[src/rtl/kchg_pkg.sv]
// Shared constants and types for the key consensus hint generator.
`default_nettype none

package kchg_pkg;

  // Number of coefficient lanes that one beat carries.
  localparam int unsigned Lanes = 8;

  // Field widths.
  localparam int unsigned CoeffW = 14;
  localparam int unsigned HintW  = 6;
  localparam int unsigned KeyW   = Lanes;

  // Folding modulus and consensus threshold, both at most 16 bits wide.
  localparam int unsigned Modulus = 7681;
  localparam int unsigned Beta    = 7681;

  // Internal arithmetic width: holds twice any value below 2^16.
  localparam int unsigned ArithW = 17;
  // Width of the remainder after the key decision (never above the sum).
  localparam int unsigned RemW   = CoeffW + 2;

  localparam logic [HintW-1:0] HintMax = {HintW{1'b1}};

  typedef logic [CoeffW-1:0] coeff_t;
  typedef logic [HintW-1:0]  hint_t;
  typedef logic [RemW-1:0]   rem_t;
  typedef logic [ArithW-1:0] arith_t;

  // Load enables of the pipeline stages, driven by the top level.
  typedef struct packed {
    logic fold_en;
    logic hint_en;
    logic out_en;
  } kchg_stage_en_t;

endpackage

`default_nettype wire

[src/rtl/key_consensus_hint_gen_core.sv]
// Top level of the key consensus hint generator: eight lanes and the output merge.
`default_nettype none

// Takes one beat of eight coefficients and eight noise bits per clock unless
// stalled and returns the packed key byte (coeff_0 in bit 7) and one six-bit
// hint per coefficient. Each coefficient is folded once by the modulus,
// doubled, given its noise bit (noise_bits_i bit 7 for coeff_0) and compared
// with the threshold; the key bit records that compare and the hint is the
// remainder scaled by 64 over the threshold, saturated at 63. The sustained
// rate is one beat per cycle while out_ready_i is high: eight identical lanes
// run side by side, each with a fold stage and a hint stage, and a shared
// output register holds the finished beat. An accepted beat passes the fold
// stage, the hint stage and the output register before out_valid_o. Every
// stage holds one beat, so in_ready_o stays high while the output is taken
// every cycle, and drops only when all three stages are full and out_ready_i
// is low. Items are independent; reset clears only the stage valid flags.

module key_consensus_hint_gen_core (
  input  logic                      clk_i,
  input  logic                      rst_ni,
  input  logic                      in_valid_i,
  output logic                      in_ready_o,
  input  kchg_pkg::coeff_t          coeff_0_i,
  input  kchg_pkg::coeff_t          coeff_1_i,
  input  kchg_pkg::coeff_t          coeff_2_i,
  input  kchg_pkg::coeff_t          coeff_3_i,
  input  kchg_pkg::coeff_t          coeff_4_i,
  input  kchg_pkg::coeff_t          coeff_5_i,
  input  kchg_pkg::coeff_t          coeff_6_i,
  input  kchg_pkg::coeff_t          coeff_7_i,
  input  logic [kchg_pkg::Lanes-1:0] noise_bits_i,
  output logic                      out_valid_o,
  input  logic                      out_ready_i,
  output logic [kchg_pkg::KeyW-1:0] key_byte_o,
  output kchg_pkg::hint_t           hint_0_o,
  output kchg_pkg::hint_t           hint_1_o,
  output kchg_pkg::hint_t           hint_2_o,
  output kchg_pkg::hint_t           hint_3_o,
  output kchg_pkg::hint_t           hint_4_o,
  output kchg_pkg::hint_t           hint_5_o,
  output kchg_pkg::hint_t           hint_6_o,
  output kchg_pkg::hint_t           hint_7_o
);
  import kchg_pkg::*;

  // Valid flags of the fold stage, the hint stage and the output register.
  logic fold_vld_q;
  logic hint_vld_q;
  logic out_vld_q;

  kchg_stage_en_t stage_en;

  // A stage loads when it is empty or when the stage after it moves on.
  // Stalls ripple back from out_ready_i in the same cycle.
  always_comb begin
    stage_en.out_en  = !out_vld_q || out_ready_i;
    stage_en.hint_en = !hint_vld_q || stage_en.out_en;
    stage_en.fold_en = !fold_vld_q || stage_en.hint_en;
  end

  assign in_ready_o  = stage_en.fold_en;
  assign out_valid_o = out_vld_q;

  always_ff @(posedge clk_i or negedge rst_ni) begin
    if (!rst_ni) begin
      fold_vld_q <= 1'b0;
      hint_vld_q <= 1'b0;
      out_vld_q  <= 1'b0;
    end else begin
      if (stage_en.fold_en) begin
        fold_vld_q <= in_valid_i;
      end
      if (stage_en.hint_en) begin
        hint_vld_q <= fold_vld_q;
      end
      if (stage_en.out_en) begin
        out_vld_q <= hint_vld_q;
      end
    end
  end

  // Spread the beat over the lanes.
  coeff_t coeff_s [Lanes];
  logic   lane_key [Lanes];
  hint_t  lane_hint [Lanes];
  hint_t  hint_s [Lanes];

  assign coeff_s[0] = coeff_0_i;
  assign coeff_s[1] = coeff_1_i;
  assign coeff_s[2] = coeff_2_i;
  assign coeff_s[3] = coeff_3_i;
  assign coeff_s[4] = coeff_4_i;
  assign coeff_s[5] = coeff_5_i;
  assign coeff_s[6] = coeff_6_i;
  assign coeff_s[7] = coeff_7_i;

  for (genvar j = 0; j < Lanes; j++) begin : g_lane
    kchg_lane u_lane (
      .clk_i      (clk_i),
      .stage_en_i (stage_en),
      .coeff_i    (coeff_s[j]),
      .noise_i    (noise_bits_i[Lanes-1-j]),
      .key_o      (lane_key[j]),
      .hint_o     (lane_hint[j])
    );
  end

  kchg_merge u_merge (
    .clk_i       (clk_i),
    .stage_en_i  (stage_en),
    .lane_key_i  (lane_key),
    .lane_hint_i (lane_hint),
    .key_byte_o  (key_byte_o),
    .hint_o      (hint_s)
  );

  assign hint_0_o = hint_s[0];
  assign hint_1_o = hint_s[1];
  assign hint_2_o = hint_s[2];
  assign hint_3_o = hint_s[3];
  assign hint_4_o = hint_s[4];
  assign hint_5_o = hint_s[5];
  assign hint_6_o = hint_s[6];
  assign hint_7_o = hint_s[7];

`ifndef SYNTH
  // Back-pressure only when every stage holds a beat and the sink stalls.
  a_ready_only_when_full: assert property (@(posedge clk_i) disable iff (!rst_ni)
    !in_ready_o |-> (fold_vld_q && hint_vld_q && out_vld_q && !out_ready_i))
    else $error("input stalled while the pipeline has room");

  // An accepted beat occupies the fold stage in the next cycle.
  a_accept_lands: assert property (@(posedge clk_i) disable iff (!rst_ni)
    (in_valid_i && in_ready_o) |=> fold_vld_q)
    else $error("accepted beat did not enter the fold stage");

  // A beat in the hint stage is never dropped while the output is blocked.
  a_hint_holds: assert property (@(posedge clk_i) disable iff (!rst_ni)
    (hint_vld_q && !stage_en.out_en) |=> (hint_vld_q && out_vld_q))
    else $error("beat lost in the hint stage during a stall");

  // A finished beat moves into the output register when it is free.
  a_hint_moves: assert property (@(posedge clk_i) disable iff (!rst_ni)
    (hint_vld_q && stage_en.out_en) |=> out_vld_q)
    else $error("finished beat did not reach the output register");
`endif

endmodule

`default_nettype wire

[src/rtl/kchg_lane.sv]
// One coefficient lane: fold, key decision and hint quotient over two stages.
`default_nettype none

module kchg_lane (
  input  logic                    clk_i,
  input  kchg_pkg::kchg_stage_en_t stage_en_i,
  input  kchg_pkg::coeff_t        coeff_i,
  input  logic                    noise_i,
  output logic                    key_o,
  output kchg_pkg::hint_t         hint_o
);
  import kchg_pkg::*;

  // Stage one: fold, double, add noise, compare against the threshold.
  arith_t coeff_ext;
  arith_t fold_diff;
  coeff_t folded;
  arith_t sum;
  arith_t sum_diff;
  logic   key_d;
  arith_t rem_full;
  logic   sat_d;

  always_comb begin
    coeff_ext = ArithW'(coeff_i);
    fold_diff = coeff_ext - ArithW'(Modulus);
    folded    = (coeff_ext >= ArithW'(Modulus)) ? fold_diff[CoeffW-1:0] : coeff_i;
    sum       = ArithW'({folded, noise_i});
    sum_diff  = sum - ArithW'(Beta);
    key_d     = (sum >= ArithW'(Beta));
    rem_full  = key_d ? sum_diff : sum;
    sat_d     = (rem_full >= ArithW'(Beta));
  end

  logic key1_q;
  logic sat1_q;
  rem_t rem1_q;

  always_ff @(posedge clk_i) begin
    if (stage_en_i.fold_en) begin
      key1_q <= key_d;
      sat1_q <= sat_d;
      rem1_q <= rem_full[RemW-1:0];
    end
  end

  // Stage two: restoring division of rem * 2^HintW by the threshold, one
  // quotient bit per step. The remainder is below the threshold unless the
  // saturation flag is set, and then the quotient is replaced by the maximum.
  arith_t     part;
  hint_t      quot;
  hint_t      hint_d;

  always_comb begin
    part = ArithW'(rem1_q);
    quot = '0;
    for (int i = HintW - 1; i >= 0; i--) begin
      part = {part[ArithW-2:0], 1'b0};
      if (part >= ArithW'(Beta)) begin
        part    = part - ArithW'(Beta);
        quot[i] = 1'b1;
      end
    end
    hint_d = sat1_q ? HintMax : quot;
  end

  logic  key2_q;
  hint_t hint2_q;

  always_ff @(posedge clk_i) begin
    if (stage_en_i.hint_en) begin
      key2_q  <= key1_q;
      hint2_q <= hint_d;
    end
  end

  assign key_o  = key2_q;
  assign hint_o = hint2_q;

endmodule

`default_nettype wire

[src/rtl/kchg_merge.sv]
// Output register that packs the lane key bits into one byte with the hints.
`default_nettype none

module kchg_merge (
  input  logic                     clk_i,
  input  kchg_pkg::kchg_stage_en_t stage_en_i,
  input  logic                     lane_key_i [kchg_pkg::Lanes],
  input  kchg_pkg::hint_t          lane_hint_i [kchg_pkg::Lanes],
  output logic [kchg_pkg::KeyW-1:0] key_byte_o,
  output kchg_pkg::hint_t          hint_o [kchg_pkg::Lanes]
);
  import kchg_pkg::*;

  logic [KeyW-1:0] key_d;
  logic [KeyW-1:0] key_q;
  hint_t           hint_q [Lanes];

  // Lane zero lands in the most significant key bit.
  always_comb begin
    for (int j = 0; j < Lanes; j++) begin
      key_d[Lanes-1-j] = lane_key_i[j];
    end
  end

  always_ff @(posedge clk_i) begin
    if (stage_en_i.out_en) begin
      key_q  <= key_d;
      hint_q <= lane_hint_i;
    end
  end

  assign key_byte_o = key_q;
  assign hint_o     = hint_q;

endmodule

`default_nettype wire
[config.mk]
export PLATFORM = sky130hd
export DESIGN_NAME = key_consensus_hint_gen_core
export DESIGN_NICKNAME = d
export VERILOG_FILES = /design/src/rtl/kchg_pkg.sv /design/src/rtl/key_consensus_hint_gen_core.sv /design/src/rtl/kchg_lane.sv /design/src/rtl/kchg_merge.sv
export SDC_FILE = /design/constraint.sdc
export NUM_CORES = 1
export LEC_CHECK = 0
export ABC_AREA = 0
export BUFFER_PORTS_ARGS = -buffer_cell sky130_fd_sc_hd__buf_4
export CAP_MARGIN = 20
export CORE_UTILIZATION = 53
export CTS_CLUSTER_DIAMETER = 50
export CTS_CLUSTER_SIZE = 25
export DETAILED_ROUTE_END_ITERATION = 7
export GPL_TIMING_DRIVEN = 0
export PLACE_DENSITY_LB_ADDON = 0.25
export SLEW_MARGIN = 20
export SYNTH_ARGS = -nofsm -noshare
export SYNTH_HDL_FRONTEND = slang
export SYNTH_SLANG_ARGS = --single-unit
[constraint.sdc]
create_clock -name clk_i -period 7.45 [get_ports clk_i]
set_input_delay 0 -clock clk_i [delete_from_list [all_inputs] [get_ports clk_i]]
set_output_delay 0 -clock clk_i [all_outputs]
set_load 0.01 [all_outputs]
* Word-level counts from Yosys, hierarchy flattened
Cells that the tools add are included.
** Cells by class
- $add $sub $neg :: 56
- $lt $le $gt $ge :: 72
- Muxes and demuxes :: 104
- Reductions and logical operators :: 6
** Operator list (number)
- greater-or-equal comparator 17 x 13 -> 1 bit (second input constant) :: 56
- two-way mux 16 bit :: 40
- subtractor 16 x 13 -> 16 bit (second input constant) :: 40
- two-way mux 17 bit :: 8
- subtractor 15 x 13 -> 16 bit (second input constant) :: 8
- greater-or-equal comparator 15 x 13 -> 1 bit (second input constant) :: 8
- greater-or-equal comparator 14 x 13 -> 1 bit (second input constant) :: 8
- two-way mux 14 bit :: 8
- subtractor 14 x 13 -> 14 bit (second input constant) :: 8
- two-way mux 1 bit :: 48
- zero test 1 bit :: 3
- logical OR 1 bit :: 3
** Storage, ports and cells
- Register bits :: 259
- Output and inout port bits :: 58
- Logic and storage cells :: 290

* Logic depth before layout (Yosys ltp)
- Depth in word-level cells :: 12
- Mapped depth :: 38
- Mapped depth without buffers :: 33

* Cells and area by module
A second synthesis with hierarchy kept.
** Unflattened totals
- Cell total of the unflattened synthesis :: 4146
- Area total of the unflattened synthesis :: 34139.0 µm²
** By module, submodules not included
- kchg_lane :: times used 8, cells each 510, area an instance 4041.4 µm², seq. area each 750.7 µm²
- kchg_merge :: times used 1, cells each 56, area an instance 1681.6 µm², seq. area each 1681.6 µm²
- key_consensus_hint_gen_core :: times used 1, cells each 10, area an instance 126.4 µm², seq. area each 75.1 µm²

* Worst setup path before layout
Ideal clock, no wire load.
- Path kind :: reg2reg
- From :: register g_lane[5].u_lane.rem1_q[1]
- To :: register g_lane[5].u_lane.hint2_q[0] (data pin)
- Setup time :: 274 ps
- Arrival time :: 7277 ps
- Slack :: -101 ps
- Stages on the path, launching flop included :: 36
- Buffers on the path :: 2
- Period minus slack after synthesis :: 7551 ps
- Cells stage by stage :: edfxtp_1 > clkbuf_1 > inv_1 > ha_1 > or3b_2 > o21ai_1 > nand2_1 > inv_2 > ha_1 > nand2_1 > o31ai_2 > o311a_1 > o311ai_4 > inv_2 > clkbuf_1 > ha_1 > inv_1 > a221o_1 > o211ai_2 > nand2_1 > inv_1 > ha_1 > inv_1 > a2111oi_2 > a211oi_4 > nor2_1 > ha_1 > nor2_1 > nand2_1 > or4_1 > or2_1 > nand3b_1 > mux2_1 > a22oi_1 > o32ai_1 > o2111ai_1
** Between the ends
- Longest elaborated chain between the ends :: 12
** RTL lines
- start: declaration :: RTL line kchg_lane.sv:37 : rem_t rem1_q;
- start signal: assignment :: RTL line kchg_lane.sv:43 : rem1_q <= rem_full[RemW-1:0];
- subtractor 16 x 13 -> 16 bit / greater-or-equal comparator 17 x 13 -> 1 bit (equally long branches) :: RTL line kchg_lane.sv:60, kchg_lane.sv:59
- two-way mux 16 bit (*) :: RTL line kchg_lane.sv:59 : if (part >= ArithW'(Beta)) begin
- subtractor 16 x 13 -> 16 bit / greater-or-equal comparator 17 x 13 -> 1 bit (equally long branches) :: RTL line kchg_lane.sv:60, kchg_lane.sv:59
- two-way mux 16 bit (*) :: RTL line kchg_lane.sv:59
- subtractor 16 x 13 -> 16 bit / greater-or-equal comparator 17 x 13 -> 1 bit (equally long branches) :: RTL line kchg_lane.sv:60, kchg_lane.sv:59
- two-way mux 16 bit (*) :: RTL line kchg_lane.sv:59
- subtractor 16 x 13 -> 16 bit / greater-or-equal comparator 17 x 13 -> 1 bit (equally long branches) :: RTL line kchg_lane.sv:60, kchg_lane.sv:59
- two-way mux 16 bit (*) :: RTL line kchg_lane.sv:59
- subtractor 16 x 13 -> 16 bit / greater-or-equal comparator 17 x 13 -> 1 bit (equally long branches) :: RTL line kchg_lane.sv:60, kchg_lane.sv:59
- two-way mux 16 bit (*) :: RTL line kchg_lane.sv:59
- greater-or-equal comparator 17 x 13 -> 1 bit (*) :: RTL line kchg_lane.sv:59
- two-way mux 1 bit (*) :: RTL line kchg_lane.sv:59
- end signal: assignment :: RTL line kchg_lane.sv:73 : hint2_q <= hint_d;
- end: declaration :: RTL line kchg_lane.sv:68 : hint_t hint2_q;
Every way passes the cells marked *; elsewhere a longest branch is shown, timed or not.
A chain may end at the register's enable or synchronous reset.

* Worst setup path after layout
- From :: register g_lane[0].u_lane.rem1_q[1]
- To :: register g_lane[0].u_lane.hint2_q[0] (data pin)
** Between the ends
- Longest elaborated chain between the ends :: 12
** RTL lines (RTL line)
- start: declaration :: kchg_lane.sv:37
- start signal: assignment :: kchg_lane.sv:43
- subtractor 16 x 13 -> 16 bit / greater-or-equal comparator 17 x 13 -> 1 bit (equally long branches) :: kchg_lane.sv:60, kchg_lane.sv:59
- two-way mux 16 bit (*) :: kchg_lane.sv:59
- subtractor 16 x 13 -> 16 bit / greater-or-equal comparator 17 x 13 -> 1 bit (equally long branches) :: kchg_lane.sv:60, kchg_lane.sv:59
- two-way mux 16 bit (*) :: kchg_lane.sv:59
- subtractor 16 x 13 -> 16 bit / greater-or-equal comparator 17 x 13 -> 1 bit (equally long branches) :: kchg_lane.sv:60, kchg_lane.sv:59
- two-way mux 16 bit (*) :: kchg_lane.sv:59
- subtractor 16 x 13 -> 16 bit / greater-or-equal comparator 17 x 13 -> 1 bit (equally long branches) :: kchg_lane.sv:60, kchg_lane.sv:59
- two-way mux 16 bit (*) :: kchg_lane.sv:59
- subtractor 16 x 13 -> 16 bit / greater-or-equal comparator 17 x 13 -> 1 bit (equally long branches) :: kchg_lane.sv:60, kchg_lane.sv:59
- two-way mux 16 bit (*) :: kchg_lane.sv:59
- greater-or-equal comparator 17 x 13 -> 1 bit (*) :: kchg_lane.sv:59
- two-way mux 1 bit (*) :: kchg_lane.sv:59
- end signal: assignment :: kchg_lane.sv:73
- end: declaration :: kchg_lane.sv:68
Marks and branches as above.

==> results.md <==
- Minimum clock period: 7.33 ns
- Initial DRC count: 2859
- Crit path required time: 7.74 ns
- Crit start category: flip-flop
- Internal power: 5.35 mW
- CTS buffer count: 36
- Gr usage total: 0.280
- Crit path DAT: 7.62 ns
- Max Fclk: 136 MHz
- Fraction of layout cells with a size suffix above 1: 0.192
- Antenna Nets Post-Route: 0
- Fin nets: 4759
- Die H: 252 um
- Post-Layout Inst Area: 0.0402 mm2
- Syn_nets: 4314
- Crit end category: flip-flop
- CP max-delay cell: or4b_4
- Logic pwr share: 0.614
- First drt pass iteration count: 8
- Crit Path Class: flip-flop to flip-flop
- Flip-flop and latch count after synthesis: 259
- Switching Power: 4.60 mW
- Top-Level Pins: 182
- Most used DFF post-synth: edfxtp_1
- Final worst path period share: 0.983
- TritonCTS clock tree: built
- CP max FO: 10
- Full die area: 0.0633 mm2
- Reg clk slew, reported paths: 0.06 ns
- Pwr per Cell Area: 248 mW/mm2
- Count of cell types in the netlist: 143
- Worst hold slack: 0.0286 ns
- Cell mode on critical path: inv_2
- Clock Tree Buf Depth: 3
- First-pass GRT wire length: 152000 um
- Fin. Hold Viols: 0
- Synth top area cells: edfxtp_1 23%, xnor2_1 5.8%, nand2_1 4.2%
- Dpl cell area: 0.0356 mm2
- Worst-skew pair later-pin latency: 0.56 ns
- Sequential share of power: 0.213
- Syn Area/Cell: 8.02 um2
- Synth Instances: 4118
- Pin count of the biggest net entering global routing: 34
- Row count: 91
- Outcome: finished clean
- Yosys warns: 0
- Final RePlAce weighted congestion: 0.939
- Synth-to-Final Area Change: 21.7%
- Commonest non-fill, non-tap cell in the layout: nand2_1
- Post-synth ARST share: 0.0116
- Leading area contributor after synthesis: edfxtp_1
- Clock sink count: 259
- IO Port Bufs: 176
- Post-route DRC: 0
- Vias per std cell: 6.43
- Core ar.: 0.0616 mm2
- DR WL/cell: 17.5 um
- # H-tree levels: 2
- Leakage: 13.9 nW
- Vias: 34886
- Gr ovfl total: 0
- Net Sw Frac: 0.463
- Area share of the largest cell type after synthesis: 0.233
- Final Slew Violations: 0
- # setup viols final: 0
- Post-synth EDFFs: 256
- Synthesized area: 0.0330 mm2
- Worst-margin pin slew: 0.966 ns
- Most frequent cells in the layout: 351 x nand2_1, 318 x buf_4, 311 x nor2_1
- Slew Limit Headroom: 0.351
- Min-delay worst type: primary input to flip-flop
- Vias in the first global route: 31280
- CTS root buffer: clkbuf_16
- Total power: 9.95 mW
- Die Wd: 252 um
- Clock Power Share: 0.173
- VDD IR max: 0.191 mV
- Post-Route WL: 95200 um
- Clock Skew: 0.0232 ns
- Initial antenna violation count: 2
- Initial Util: 0.536
- Crit-path max cell delay: 0.57 ns
- Register area share after synthesis: 0.235
- Post-DP HPWL: 69900 um
- Maxcap violations: 0
[cell usage after synthesis (all sizes together), types with 28 or more instances]
cell / number
clkbuf: 83
mux2i: 47
or3: 91
buf: 63
a21o: 35
ha: 72
nor2: 326
o2111ai: 29
nand2b: 58
a21oi: 214
and3: 64
nor2b: 45
nand3b: 30
o22ai: 46
o31ai: 43
o21a: 29
or2: 41
xnor2: 219
nor4: 80
o211ai: 78
and4: 34
nor3: 198
o21ai: 244
nand2: 372
a31oi: 65
edfxtp: 256
inv: 136
a211o: 28
and2: 54
a211oi: 83
or4: 51
nand4: 85
a2111oi: 30
xor2: 140
nor3b: 31
nand3: 161
[power groups by stage]
| stage | Sequential [mW] | Clock, mW | Combinational [mW] |
|---|---|---|---|
| final | 2.12 | 1.73 | 6.11 |
| after CTS | 2.10 | 1.77 | 5.58 |
| after detailed placement | 2.14 | 0 | 5.30 |
| after global placement | 2.15 | 0 | 5.21 |
| after global routing | 2.14 | 1.82 | 6.65 |
| after floorplan | 2.11 | 0 | 4.12 |
[sequential cells by signal, indices dropped and copies added (netlist names)]
name and cells:
g_lane.u_lane.rem1_q 128, g_lane.u_lane.hint_o 48, u_merge.hint_o 48, g_lane.u_lane.key1_q 8, g_lane.u_lane.key_o 8, g_lane.u_lane.sat1_q 8, u_merge.key_byte_o 8, fold_vld_q 1
hint_vld_q 1, out_valid_o 1
[cell type report]
cell class | count | area (um2)
antenna | 2 | 5.00
buffer | 135 | 702
clock buffer | 39 | 933
clock inverter | 25 | 282
fill | 5153 | 21400
inverter | 138 | 557
multi-input combinational | 3575 | 25400
sequential | 259 | 7760
tap | 837 | 1050
timing repair buffer | 418 | 3460
[metrics by stage]
stage	worst slack [ns]	cells	TNS, ns	util
3_3_place_gp	-1.45	5131	-189.12	0.575
2_1_floorplan	0.0181	4118	0	-
3_5_place_dp	-1.56	5150	-12.34	0.578
5_1_grt	-0.132	5427	-0.362	0.652
4_1_cts	0.00117	5351	0	0.629
6_report	0.123	5428	0	0.652
[path summary, 6_finish.rpt]
kind	depth (start not counted)	slack, ns	end	startpoint
worst min-delay path	3	0.03	g_lane[5].u_lane.rem1_q[3]	coeff_5_i[2]
max in group asynchronous	3	6.96	out_valid_o	rst_ni
worst min register to register	0	0.40	u_merge.hint_o[42]	g_lane[0].u_lane.hint_o[0]
min in group asynchronous	3	0.34	fold_vld_q	rst_ni
worst max register to register	30	0.12	g_lane[0].u_lane.hint_o[0]	g_lane[0].u_lane.rem1_q[1]
worst max-delay path	30	0.12	g_lane[0].u_lane.hint_o[0]	g_lane[0].u_lane.rem1_q[1]
[worst max-delay path, delay by kind of cell, from the launching register on]
family	cells	cell delay (ns)
adder cells (fa/ha/maj)	4	0.81
AO/OA/AOI/OAI	9	1.97
AND/OR/NAND/NOR	9	2.59
flip-flops	1	0.48
multiplexers	2	0.33
buffers and inverters	6	0.87
[what timing repair did]
item / in CTS / in global routing
hold buffers: 93 / 0
cloned: 0 / 0
setup endpoints to repair: 16 / 16
setup buffers: 47 / 83
pin swaps: 37 / 54
gates resized for setup: 132 / 199
endpoints found under the hold margin: 91 / 0
[routing by layer]
| metal | vias to the layer above | routed length, um | track usage |
|---|---|---|---|
| li1 | 17012 | - | - |
| met1 | 16365 | 42300 | 0.377 |
| met2 | 1316 | 44700 | 0.466 |
| met3 | 193 | 5560 | 0.0323 |
| met4 | 0 | 2570 | 0.0883 |
| met5 | - | 0 | 0 |
[cell families after synthesis]
family,after synthesis,share of synthesized area
XOR/XNOR,359,0.0959
flip-flops,259,0.235
AND/OR/NAND/NOR,1793,0.296
buffers and inverters,284,0.0367
AO/OA/AOI/OAI,1281,0.287
adder cells (fa/ha/maj),74,0.0279
multiplexers,68,0.0215
Note: power is estimated with default switching activity, not from simulation.
